$ cat src/sfsd_pkg.sv
package sfsd_pkg;

    localparam int HI_WIDTH  = 128;
    localparam int HI_HEIGHT = 64;
    localparam int LO_WIDTH  = 64;
    localparam int LO_HEIGHT = 32;
    localparam int SHIFT_COLS = 4;
    localparam int SPRITE_BITS = 16;
    localparam int ROW_AW = $clog2(HI_HEIGHT);
    localparam int COL_AW = $clog2(HI_WIDTH);

    typedef enum logic [2:0] {
        CMD_HIRES   = 3'd0,
        CMD_LORES   = 3'd1,
        CMD_SCR_DN  = 3'd2,
        CMD_SCR_RT  = 3'd3,
        CMD_SCR_LT  = 3'd4,
        CMD_DRAW    = 3'd5,
        CMD_NOP6    = 3'd6,
        CMD_NOP7    = 3'd7
    } t_cmd;

    typedef struct packed {
        logic [2:0]  command;
        logic [3:0]  scroll_amount;
        logic [7:0]  x_coord;
        logic [7:0]  y_coord;
        logic [15:0] sprite_row;
        logic [3:0]  row_index;
    } t_in;

    typedef struct packed {
        logic collision;
        logic done_res;
    } t_out;

    typedef enum logic [2:0] {
        ST_IDLE,
        ST_CLEAR,
        ST_RD,
        ST_WAIT,
        ST_WR,
        ST_RESP
    } t_state;

    // commands from controller to datapath
    typedef struct packed {
        logic               load;      // latch the command
        logic               clr_wr;    // write zero row at row counter
        logic               rd;        // read source row
        logic               wr;        // write modified row
        logic [ROW_AW-1:0]  row;       // row counter
    } t_ctl;

    // status from datapath to controller
    typedef struct packed {
        logic              sweep;      // command touches rows
        logic [ROW_AW:0]   rows;       // row count of sweep
    } t_sts;

endpackage

$ cat src/sfsd_ctrl.sv
module sfsd_ctrl (
    input  logic                 i_clk,
    input  logic                 i_rst_n,
    input  logic                 i_start,
    input  sfsd_pkg::t_sts       i_sts,
    output sfsd_pkg::t_ctl       o_ctl,
    output logic                 o_busy,
    output logic                 o_strobe
);
    import sfsd_pkg::*;

    t_state            r_state, n_state;
    logic [ROW_AW:0]   r_cnt, n_cnt;

    always_comb begin
        n_state = r_state;
        n_cnt   = r_cnt;
        case (r_state)
            ST_CLEAR: begin
                n_cnt = r_cnt + 1'b1;
                if (r_cnt == (ROW_AW+1)'(HI_HEIGHT - 1)) begin
                    n_state = ST_IDLE;
                end
            end
            ST_IDLE: begin
                if (i_start) begin
                    n_state = ST_RD;
                    n_cnt   = '0;
                end
            end
            ST_RD: n_state = i_sts.sweep ? ST_WAIT : ST_RESP;
            ST_WAIT: n_state = ST_WR;
            ST_WR: begin
                n_cnt = r_cnt + 1'b1;
                n_state = (r_cnt + 1'b1 >= i_sts.rows) ? ST_RESP : ST_RD;
            end
            ST_RESP: n_state = ST_IDLE;
            default: n_state = ST_IDLE;
        endcase
    end

    // scrolls walk rows bottom up, the clearing pass top down
    logic [ROW_AW-1:0] w_row;
    always_comb begin
        w_row = r_cnt[ROW_AW-1:0];
        if (r_state != ST_CLEAR && i_sts.rows != (ROW_AW+1)'(1)) begin
            w_row = ROW_AW'(i_sts.rows - 1'b1 - r_cnt);
        end
    end

    always_comb begin
        o_ctl.load   = (r_state == ST_IDLE) && i_start;
        o_ctl.clr_wr = (r_state == ST_CLEAR);
        o_ctl.rd     = (r_state == ST_RD);
        o_ctl.wr     = (r_state == ST_WR);
        o_ctl.row    = w_row;
        o_busy       = (r_state != ST_IDLE);
        o_strobe     = (r_state == ST_RESP);
    end

    always_ff @(posedge i_clk) begin
        if (!i_rst_n) begin
            r_state <= ST_CLEAR;
            r_cnt   <= '0;
        end else begin
            r_state <= n_state;
            r_cnt   <= n_cnt;
        end
    end

endmodule

$ cat config.mk
export PLATFORM = sky130hd
export DESIGN_NAME = sfsd_ctrl
export DESIGN_NICKNAME = d
export VERILOG_FILES = /design/src/sfsd_pkg.sv /design/src/sfsd_ctrl.sv
export SDC_FILE = /design/constraint.sdc
export NUM_CORES = 1
export LEC_CHECK = 0
export BUFFER_PORTS_ARGS = -buffer_cell sky130_fd_sc_hd__buf_4
export CELL_PAD_IN_SITES_DETAIL_PLACEMENT = 0
export CELL_PAD_IN_SITES_GLOBAL_PLACEMENT = 1
export CORE_MARGIN = 2
export CORE_UTILIZATION = 39
export CTS_CLUSTER_DIAMETER = 50
export DETAILED_ROUTE_END_ITERATION = 8
export GPL_TIMING_DRIVEN = 0
export PLACE_DENSITY_LB_ADDON = 0.2
export SLEW_MARGIN = 20
export SYNTH_ARGS = -nofsm -noshare
export SYNTH_HDL_FRONTEND = slang
export SYNTH_SLANG_ARGS = --single-unit
$ cat constraint.sdc
create_clock -name i_clk -period 2.35 [get_ports i_clk]
set_clock_uncertainty 0.05 [all_clocks]
set_input_delay 0.3525 -clock i_clk [delete_from_list [all_inputs] [get_ports i_clk]]
set_output_delay 0.3525 -clock i_clk [all_outputs]
set_load 0.02 [all_outputs]
# Yosys cells after proc, flatten, opt, wreduce, memory -nomap -nowiden
# Index checks and enable logic that the tools add are counted.
# totals
ff_bits	10
latchBits	0
ramBits	0
romBits	0
inputBits	11
out_inout_bits	12
wordCells	32
memories	0
# classes
n_addsub	3
mul	0
div	0
order_cmp	1
n_eq_ne	10
shifts	0
muxes	8
bitwise	0
reduce_logical	8
# op_table
cell	count
3-bit case mux with 5 select lines	1
7-bit case mux with 2 select lines	1
3-bit 2-to-1 mux	4
7-bit by 1-bit adder with 7-bit output (second input constant)	1
7-bit by 6-bit == test with 1-bit output (second input constant)	1
7-bit >= comparator	1
7-bit 2-to-1 mux	1
7-bit by 1-bit inequality test with 1-bit output (second input constant)	1
3-bit by 2-bit == test with 1-bit output (second input constant)	2
3-bit == test (second input constant)	2
6-bit 2-to-1 mux	1
6-bit by 1-bit subtractor with 6-bit output (second input constant)	1
6-bit subtractor	1
2-bit AND reduction	2
3-bit by 1-bit == test with 1-bit output (second input constant)	1
3-bit logical NOT	1
3-bit by 1-bit inequality test with 1-bit output (second input constant)	1
3-bit nonzero test	1
1-bit logical AND	2
2-bit by 1-bit inequality test with 1-bit output (second input constant)	1
2-bit inequality test (second input constant)	1
2-bit nonzero test	1
2-bit OR reduction	1

# Depth between registers and ports, before layout
# Gate-level depths: netlist of the first run.
# logic_depth
depth_word	4
ltp_mapped	9
mapped_depth_nobuf	9

# Worst setup path before layout of the first run
# No wires, ideal clock.
# synth_timing
kind	reg-to-output
startpoint	register r_cnt[2]
endpoint	output o_ctl[5] in the netlist's numbering
arrival_time_ns	1.908
t_required_ns	1.947
setup_slack_ns	0.040
stages_incl_launch_ff	8
n_path_buf	0
path_cell_list	dfxtp_1 -> inv_1 -> ha_1 -> and3_1 -> a2111oi_4 -> xnor2_1 -> nand2_1 -> xnor2_1
# synth_lines
element	line	text
from (decl)	sfsd_ctrl.sv:13	logic [ROW_AW:0] r_cnt, n_cnt;
from (signal assigned)	sfsd_ctrl.sv:67	r_cnt <= n_cnt;
to (decl)	sfsd_ctrl.sv:6	output sfsd_pkg::t_ctl o_ctl,

==> results by group, run 1 <==
Run status
  • Status: finished, violations left
  • Violations in the final reports: negative setup slack

Timing
  • Final Slew Violations: 0
  • Count of final hold-check violations: 0
  • Slew @ Worst Pin: 0.6261 ns
  • Setup-failing EPs final: 1
  • Final min period: 2.389 ns
  • RSZ-0062 raised after global routing: yes
  • Max frequency: 0.4187 GHz
  • Crit share post-route: 1.016
  • Setup Total Neg Slack: -0.03859 ns
  • Worst rel slew slack: 0.5801
  • Final worst slack: -0.03859 ns

Worst setup path
  • Worst path buffer plus inverter count: 2
  • CP delay by family, top: flip-flops
  • Crit start category: register
  • Slowest stage cell on the critical path: dfxtp_2
  • Critical Path RT: 1.95 ns
  • Critical path arrival: 1.99 ns
  • Worst setup EP type: output pin
  • R2R setup slack: 0.15 ns
  • Worst path most repeated cell: xnor2_1
  • Worst path cell trace: inv_4, ha_4, and3_4, a2111oi_4, xnor2_1, nand2_1, xnor2_1, buf_4
  • Crit Path Max Fanout: 4
  • Slowest Stage Delay on Critical Path: 0.36 ns
  • Kind of critical path: register to output pin

Logic synthesis
  • Area share of the largest cell type after synthesis: 0.1978
  • Post-synth EDFFs: 0
  • Synth Flop Type: dfxtp_1
  • Top cell type by total area after synthesis: dfxtp_1
  • Synth top area cells: dfxtp_1 (20%), ha_1 (16%), xnor2_1 (6.1%)
  • Synthesized netlist cell count: 126
  • Yosys cell types: 35
  • Yosys reg bits: 10
  • Number of synthesis warnings: 0
  • Post-synth ARST share: 0
  • Register area share after synthesis: 0.1978
  • Syn avg cell area: 8.034 sq um
  • Mapped cell area: 1012 sq um
  • Post-Syn Nets: 151

Routing
  • Routed Wire Length: 2414 um
  • Post-DR wirelength/cell: 12.64 um
  • Drt via density: 5.126
  • DR iter-0 viols: 22
  • Residual DRC: 0
  • Post-DRT Antenna Nets: 0
  • Vias: 979
  • TritonRoute pass-1 iters: 4

Power and ir drop
  • Lkg Pwr: 0.0006418 uW
  • Int Power: 345.1 uW
  • Peak supply drop: 0.2989 mV
  • Gate power share: 0.315
  • Net Sw Frac: 0.2904
  • Pwr dens: 342.8 nW/um^2
  • Power share of the clock group: 0.319
  • P_sw: 141.2 uW
  • Reg power frac: 0.366

Place
  • IO buf count: 22
  • Pre-CTS WS: -0.007805 ns
  • Placed Cells: 178
  • GP Congestion: 0.7779
  • Detailed Place HPWL: 1855 um

Floorplanning
  • Starting Density: 0.4086
  • I/O pin count: 23
  • Chip height: 54.95 um
  • Die X: 54.95 um
  • Die ar.: 3019 sq um
  • Placeable Area: 2477 sq um
  • # rows: 18

GRT
  • GRT Total Usage: 0.1691
  • First-pass GRT wire length: 3636 um
  • Total grt overflow: 0
  • Initial antenna violation count: 0
  • Pin count of the biggest net entering global routing: 11
  • Vias in the first global route: 837

CTS
  • CTS Hold Buffers Added: 0
  • Clk_lat worst skew: 0.26 ns
  • Num CTS Buffers: 3
  • Root Driver: clkbuf_4
  • Clock-pin slew on the worst setup and hold paths: 0.07 ns
  • CTS tree: done
  • Clock Path Buffers: 2
  • CTS Sinks: 10
  • H-tree depth: 1

Layout
  • Share of cells above drive strength 1: 0.3975
  • Layout Nets: 187
  • Finished Layout Cells: 191
  • Area delta synth->final: 40.17%
  • Core Util, Final: 0.5727
  • Ant diodes: 0

Min path
  • Worst Hold Class: input pin to register

Job
  • Maxcap violations: 0
## path summary, 6_finish.rpt
kind                                             from  depth (start not counted)                 endpoint
worst max-delay path            r_cnt[4]$_SDFFE_PN0P_                          8                 o_ctl[5]
worst min-delay path                          i_rst_n                          2  r_state[0]$_SDFFE_PN1P_
worst max register to register  r_cnt[2]$_SDFFE_PN0P_                         10  r_state[1]$_SDFFE_PN0P_
worst min register to register  r_cnt[0]$_SDFFE_PN0P_                          2    r_cnt[0]$_SDFFE_PN0P_
## worst register-to-register path: cells and delay by family, from the launching register on
family	cells	cell delay, ns
simple gates	4	0.66
compound gates	3	0.43
flops	1	0.36
fa+ha+maj	1	0.29
xor+xnor	1	0.23
buf+inv	1	0.14
## power by group through the flow
stage	clock, uW	sequential, uW	combinational, uW
finish	155	178	153
global route	168	178	169
CTS	160	178	146
detailed placement	0	183	121
global placement	0	183	119
floorplan	0	182	81.8
## cell usage after synthesis (all sizes together) (2+ instances only)
cell type and number:
and3 3, a21oi 7, nor3 4, dfxtp 10, nor3b 3, xor2 3, o21ai 9, inv 13
ha 13, nand2 9, or3 2, nand3 4, xnor2 7, buf 3, nor2 11, a22oi 5
a21o 6
## cells in the final DEF (no fill, tap or decap), types with 2 or more instances in the layout
cell / n
dfxtp_2: 3
inv_1: 8
a22oi_1: 5
clkbuf_4: 3
xor2_1: 3
buf_6: 2
nor3_1: 3
a21oi_1: 6
nor2_1: 11
dfxtp_1: 5
and3_4: 2
a21o_1: 6
nand3_1: 3
xnor2_1: 7
nand2_1: 9
buf_4: 31
o21ai_0: 7
dfxtp_4: 2
ha_1: 8
inv_4: 4
o21ai_1: 2
ha_4: 4
## sequential cells by signal, indices dropped and copies added, names as in the netlist
name	flops
r_state	3
r_cnt	7
## final cells by class
type	instances	area (sq um)
plain buffers	3	27.53
clock buffers	4	36.28
fillers	237	1059
inverters	14	62.56
multi-input cells	99	810.8
flip-flops and latches	10	211.5
well taps	30	37.54
repair buffers	31	232.7
## cell families after synthesis
family                   Yosys count  share of synthesized area
AND/OR/NAND/NOR                   43                     0.2337
AO/OA/AOI/OAI                     32                     0.2225
buffers and inverters             17                    0.07910
adder cells (fa/ha/maj)           14                     0.1805
XOR/XNOR                          10                    0.08653
flip-flops                        10                     0.1978
## per-layer routing
| metal | GRT usage | up-vias | part of all wire |
|---|---|---|---|
| met5 | 0 | - | 0 |
| met3 | 0.02688 | 2 | 0.042 |
| met4 | 0.04878 | 0 | 0.0041 |
| li1 | - | 519 | - |
| met1 | 0.2285 | 443 | 0.50 |
| met2 | 0.2778 | 15 | 0.46 |
## repair_timing
item                       4_1_cts  5_1_grt
setup endpoints to repair        2        5
buffers inserted                 4        5
gates resized for setup         20        9
pin swaps                        4        6
gates cloned                     0        0
## metrics by stage
step | instance area [sq um] | hold slack [ns] | total power, uW
2_1_floorplan | 1012 | 0.4000 | 263.8
3_3_place_gp | 1215 | 0.4927 | 301.6
3_5_place_dp | 1215 | 0.4928 | 304.4
4_1_cts | 1359 | 0.2615 | 483.5
5_1_grt | 1419 | 0.2742 | 515.4
6_report | 1419 | 0.2676 | 486.3
No activity file was read; power rests on OpenSTA's default activity.
==> inputs of run 2 (changes only) <==
Settings changed: GPL_TIMING_DRIVEN 0 to not set.
==> run 2 against run 1 <==
  * The flow still finishes with violations (negative setup slack)
  * Register-to-register slack worse by 0.03 ns
  * Global-route usage increased by 1.4 points
  * Non-clock buffer count up 2
  * Clock power shrank 24%
  * Via count rose by 2.2%
==> results by group, run 2 (synthesis gave the netlist of run 1 again) <==
Worst setup path
  • Critical Path RT: 1.95 ns
  • Slowest Stage Delay on Critical Path: 0.37 ns
  • Worst setup EP type: output pin
  • Crit start category: register
  • Worst path cell trace: inv_2, ha_4, a21o_1, a2111oi_4, xnor2_1, nand2_1, xnor2_1, buf_4
  • Worst path most repeated cell: xnor2_1
  • Slowest stage cell on the critical path: a2111oi_4
  • Crit Path Max Fanout: 4
  • Worst path buffer plus inverter count: 2
  • Kind of critical path: register to output pin
  • CP delay by family, top: compound AO/OA/AOI/OAI gates
  • Critical path arrival: 1.98 ns

Place
  • Detailed Place HPWL: 1941 um
  • IO buf count: 22
  • Placed cell areas: 1247 sq um
  • Placed Cells: 183
  • GP Congestion: 0.7827

Layout
  • Most frequent cells in the layout: buf_4 (36), nor2_1 (11), inv_1 (9), nand2_1 (9), ha_1 (8)
  • Core Util, Final: 0.5692
  • Finished Layout Cells: 192
  • Commonest non-fill, non-tap cell in the layout: buf_4
  • Share of cells above drive strength 1: 0.3889
  • Fillers: 255
  • Area delta synth->final: 39.31%
  • Final instance area: 1410 sq um
  • Ant diodes: 0
  • Max reg flops: 7
  • Biggest register: r_cnt
  • Layout Nets: 189
  • Biggest regs: r_cnt (7), r_state (3)

CTS
  • CTS tree: done
  • H-tree depth: 1
  • Clock Path Buffers: 2
  • Num CTS Buffers: 3
  • Clk_lat worst skew: 0.27 ns
  • CTS Sinks: 10
  • Clock-pin slew on the worst setup and hold paths: 0.06 ns
  • Root Driver: clkbuf_4

Timing
  • Final worst slack: -0.03202 ns
  • Crit share post-route: 1.014
  • Count of final hold-check violations: 0
  • RSZ-0062 raised after global routing: yes
  • Slew @ Worst Pin: 0.6394 ns
  • Final Slew Violations: 0
  • Worst rel slew slack: 0.5712
  • Final min period: 2.382 ns
  • Max frequency: 0.4198 GHz
  • Setup-failing EPs final: 2

Floorplanning
  • Chip height: 54.95 um
  • I/O pin count: 23
  • Die X: 54.95 um
  • Placeable Area: 2477 sq um
  • Die ar.: 3019 sq um
  • # rows: 18
  • Starting Density: 0.4086

Routing
  • Vias: 1001
  • Drt via density: 5.214
  • Post-DRT Antenna Nets: 0
  • TritonRoute pass-1 iters: 4
  • Routed Wire Length: 2562 um
  • DR iter-0 viols: 20
  • Residual DRC: 0
  • Post-DR wirelength/cell: 13.34 um

GRT
  • First-pass GRT wire length: 3933 um
  • Vias in the first global route: 898
  • Pin count of the biggest net entering global routing: 12
  • Total grt overflow: 0
  • Initial antenna violation count: 0
  • GRT Total Usage: 0.1835

Job
  • Maxcap violations: 0

Power and ir drop
  • Lkg Pwr: 0.0006390 uW
  • Pwr dens: 327.5 nW/um^2
  • Power, Total: 461.7 uW
  • Peak supply drop: 0.3312 mV

Run status
  • Violations in the final reports: negative setup slack
  • Status: finished, violations left

Min path
  • Worst Hold Class: input pin to register
-- run 2: repair_timing --
| item | CTS | global route |
|---|---|---|
| endpoints found under the setup margin | 2 | 9 |
| pin swaps | 4 | 11 |
| gates resized for setup | 16 | 7 |
| hold buffers | 0 | 0 |
| buffers inserted | 2 | 4 |
-- run 2: layer usage --
layer / wire (um) / GRT usage
met2: 1161 / 0.2857
met4: 46 / 0.07317
met3: 93 / 0.02419
met5: 0 / 0
met1: 1261 / 0.2554
-- run 2: final timing paths --
check,startpoint,end,slack [ns],cells past startpoint
worst min-delay path,i_rst_n,r_state[0]$_SDFFE_PN1P_,0.25,2
worst max register to register,r_cnt[1]$_SDFFE_PN0P_,r_state[1]$_SDFFE_PN0P_,0.12,10
worst max-delay path,r_cnt[0]$_SDFFE_PN0P_,o_ctl[5],-0.03,8
worst min register to register,r_cnt[6]$_SDFFE_PN0P_,r_cnt[6]$_SDFFE_PN0P_,0.50,2
-- run 2: metrics by stage --
stage | setup slack (ns) | TNS [ns] | hold WS (ns)
floorplan | 0.03998 | 0 | 0.4000
global placement | -0.003852 | -0.003852 | 0.4910
detailed placement | -0.02318 | -0.02318 | 0.4965
CTS | -0.07565 | -0.1445 | 0.2516
global route | -0.1012 | -0.2819 | 0.2711
finish | -0.03202 | -0.05200 | 0.2538
-- run 2: worst reg2reg max path: cells and delay by family, from the launching register on --
kind / cells / cell delay, ns
xor gates and xnor gates: 1 / 0.22
buffers and inverters: 1 / 0.12
and+or+nand+nor: 4 / 0.77
AOI/OAI and AO/OA: 3 / 0.42
adders and majority gates: 1 / 0.28
DFF: 1 / 0.34
-- run 2: power by group --
part           total, uW  leakage, uW  switching [uW]  internal (uW)
clock network        118    0.0000138            58.9           59.2
logic                165     0.000542            79.5           85.8
registers            178    0.0000835            4.39            174
total                462     0.000639             143            319
-- run 2: layout make-up --
class                   count  area, sq um  share of cell area
flip-flops and latches     10        209.0              0.1482
inverters                  14        52.55             0.03727
clock buffers               3        22.52             0.01597
well taps                  30        37.54             0.02662
repair buffers             36        270.3              0.1917
multi-input cells          99        818.3              0.5803
==> inputs of run 3 (changes only) <==
Settings changed: CORE_MARGIN 2 to 3, CTS_CLUSTER_DIAMETER 50 to not set.
==> run 3 against run 2 <==
  * Setup slack got worse by 0.035 ns
  * Global-route usage fell by 1.9 points
  * Core utilization rose by 3.1 points
  * Critical path depth did not move
  * The run still ends with negative setup slack left
  * Register-to-register slack got worse by 0.09 ns
==> results by group, run 3 (synthesis gave the netlist of run 1 again) <==
Run status
  • Status: finished, violations left
  • Violations in the final reports: negative setup slack

Layout
  • Ant diodes: 0
  • Biggest register: r_cnt
  • Most frequent cells in the layout: buf_4 (34), nor2_1 (11), inv_1 (9), nand2_1 (9), o21ai_0 (9)
  • Biggest regs: r_cnt (7), r_state (3)
  • Commonest non-fill, non-tap cell in the layout: buf_4
  • FF/Latch Area: 206.4 sq um
  • Layout Nets: 187
  • Final instance area: 1404 sq um
  • Max reg flops: 7
  • Fillers: 221
  • Share of cells above drive strength 1: 0.3913
  • Multi-input combinational cell area: 815.8 sq um
  • Area delta synth->final: 38.69%
  • Finished Layout Cells: 189

Worst setup path
  • Worst path cell trace: inv_2, ha_4, and3_4, a2111oi_4, xnor2_1, nand2_1, xnor2_2, buf_4
  • Crit path launch: r_cnt[4]$_SDFFE_PN0P_
  • Critical path arrival: 2.01 ns
  • R2R setup slack: 0.03 ns
  • Worst setup EP type: output pin
  • CP delay by family, top: flip-flops
  • Kind of critical path: register to output pin
  • Slowest stage cell on the critical path: dfxtp_2
  • Critical Path RT: 1.95 ns
  • Worst path buffer plus inverter count: 2
  • Crit start category: register
  • Slowest Stage Delay on Critical Path: 0.34 ns
  • Crit Path Max Fanout: 4
  • Reg-to-reg startpoint: r_cnt[2]$_SDFFE_PN0P_

GRT
  • Vias in the first global route: 906
  • Total grt overflow: 0
  • Pin count of the biggest net entering global routing: 12
  • Initial antenna violation count: 0
  • GRT Total Usage: 0.1641
  • First-pass GRT wire length: 4243 um

Routing
  • Vias: 994
  • DR iter-0 viols: 24
  • Post-DRT Antenna Nets: 0
  • Drt via density: 5.259
  • Routed Wire Length: 2552 um
  • Post-DR wirelength/cell: 13.50 um
  • TritonRoute pass-1 iters: 4
  • Residual DRC: 0

CTS
  • Root Driver: clkbuf_4
  • Clock Path Buffers: 2
  • H-tree depth: 1
  • Clock-pin slew on the worst setup and hold paths: 0.06 ns
  • CTS Hold Buffers Added: 0
  • Num CTS Buffers: 3
  • CTS tree: done
  • Clk_lat worst skew: 0.27 ns
  • CTS Sinks: 10

Timing
  • Crit share post-route: 1.028
  • Final min period: 2.417 ns
  • Count of final hold-check violations: 0
  • Slew @ Worst Pin: 0.5561 ns
  • Max frequency: 0.4138 GHz
  • RSZ-0062 raised after global routing: yes
  • Setup-failing EPs final: 2
  • Final Slew Violations: 0
  • Final worst slack: -0.06690 ns
  • Worst rel slew slack: 0.6270

Floorplanning
  • Placeable Area: 2340 sq um
  • # rows: 17
  • Chip height: 56.95 um
  • Die ar.: 3243 sq um
  • Starting Density: 0.4326
  • I/O pin count: 23
  • Die X: 56.95 um

Place
  • Placed cell areas: 1230 sq um
  • GP Congestion: 0.7905
  • Placed Cells: 179
  • IO buf count: 22
  • Detailed Place HPWL: 1965 um

Power and ir drop
  • Power, Total: 493.5 uW
  • Lkg Pwr: 0.0006460 uW
  • Pwr dens: 351.5 nW/um^2
  • Peak supply drop: 0.3102 mV

Min path
  • Hold Crit Start: i_rst_n
  • Worst Hold Class: input pin to register

Job
  • Maxcap violations: 0
## run 3: changes by cell type in the layout (fill, tap and decap cells not counted), sizes merged
cell,delta
clkbuf,+1
buf,-2
## run 3: cell type report
class,instances,area share
well taps,28,0.02496
inverters,14,0.03922
flip-flops and latches,10,0.1471
repair buffers,34,0.1818
clock buffers,4,0.02585
multi-input cells,99,0.5811
## run 3: power by group
group / switching (uW) / internal [uW]
logic: 76.8 / 80.1
clock network: 64.0 / 94.3
registers: 3.42 / 175
total: 144 / 349
## run 3: layer usage
layer | up-vias | track usage | routed length, um
met4 | 0 | 0.03974 | 20
met1 | 456 | 0.2312 | 1245
met2 | 16 | 0.2512 | 1196
li1 | 518 | - | -
met5 | - | 0 | 0
met3 | 4 | 0.04072 | 90
## run 3: worst paths after layout
| path | depth (start not counted) | endpoint |
|---|---|---|
| setup / recovery | 8 | o_ctl[5] |
| hold / removal | 2 | r_state[0]$_SDFFE_PN1P_ |
| setup reg to reg | 10 | r_state[1]$_SDFFE_PN0P_ |
| hold reg to reg | 2 | r_cnt[6]$_SDFFE_PN0P_ |
## run 3: stage by stage
step                        util  setup WS, ns  setup TNS, ns  hold WS [ns]
after CTS                 0.5813      -0.09453        -0.1314        0.2494
after detailed placement  0.5257    -0.0005773     -0.0005773        0.4989
final                     0.6000      -0.06690       -0.09283        0.2586
after global placement    0.5257       0.01295              0        0.4995
after floorplan                -       0.03998              0        0.4000
after global routing      0.6000       -0.1960        -0.7040        0.2555
## run 3: what timing repair did
| action | in CTS | in global routing |
|---|---|---|
| pin swaps | 6 | 8 |
| setup buffers | 4 | 2 |
| setup endpoints to repair | 4 | 5 |
| gates resized for setup | 15 | 6 |
| endpoints found under the hold margin | 0 | 0 |
| cloned | 0 | 0 |
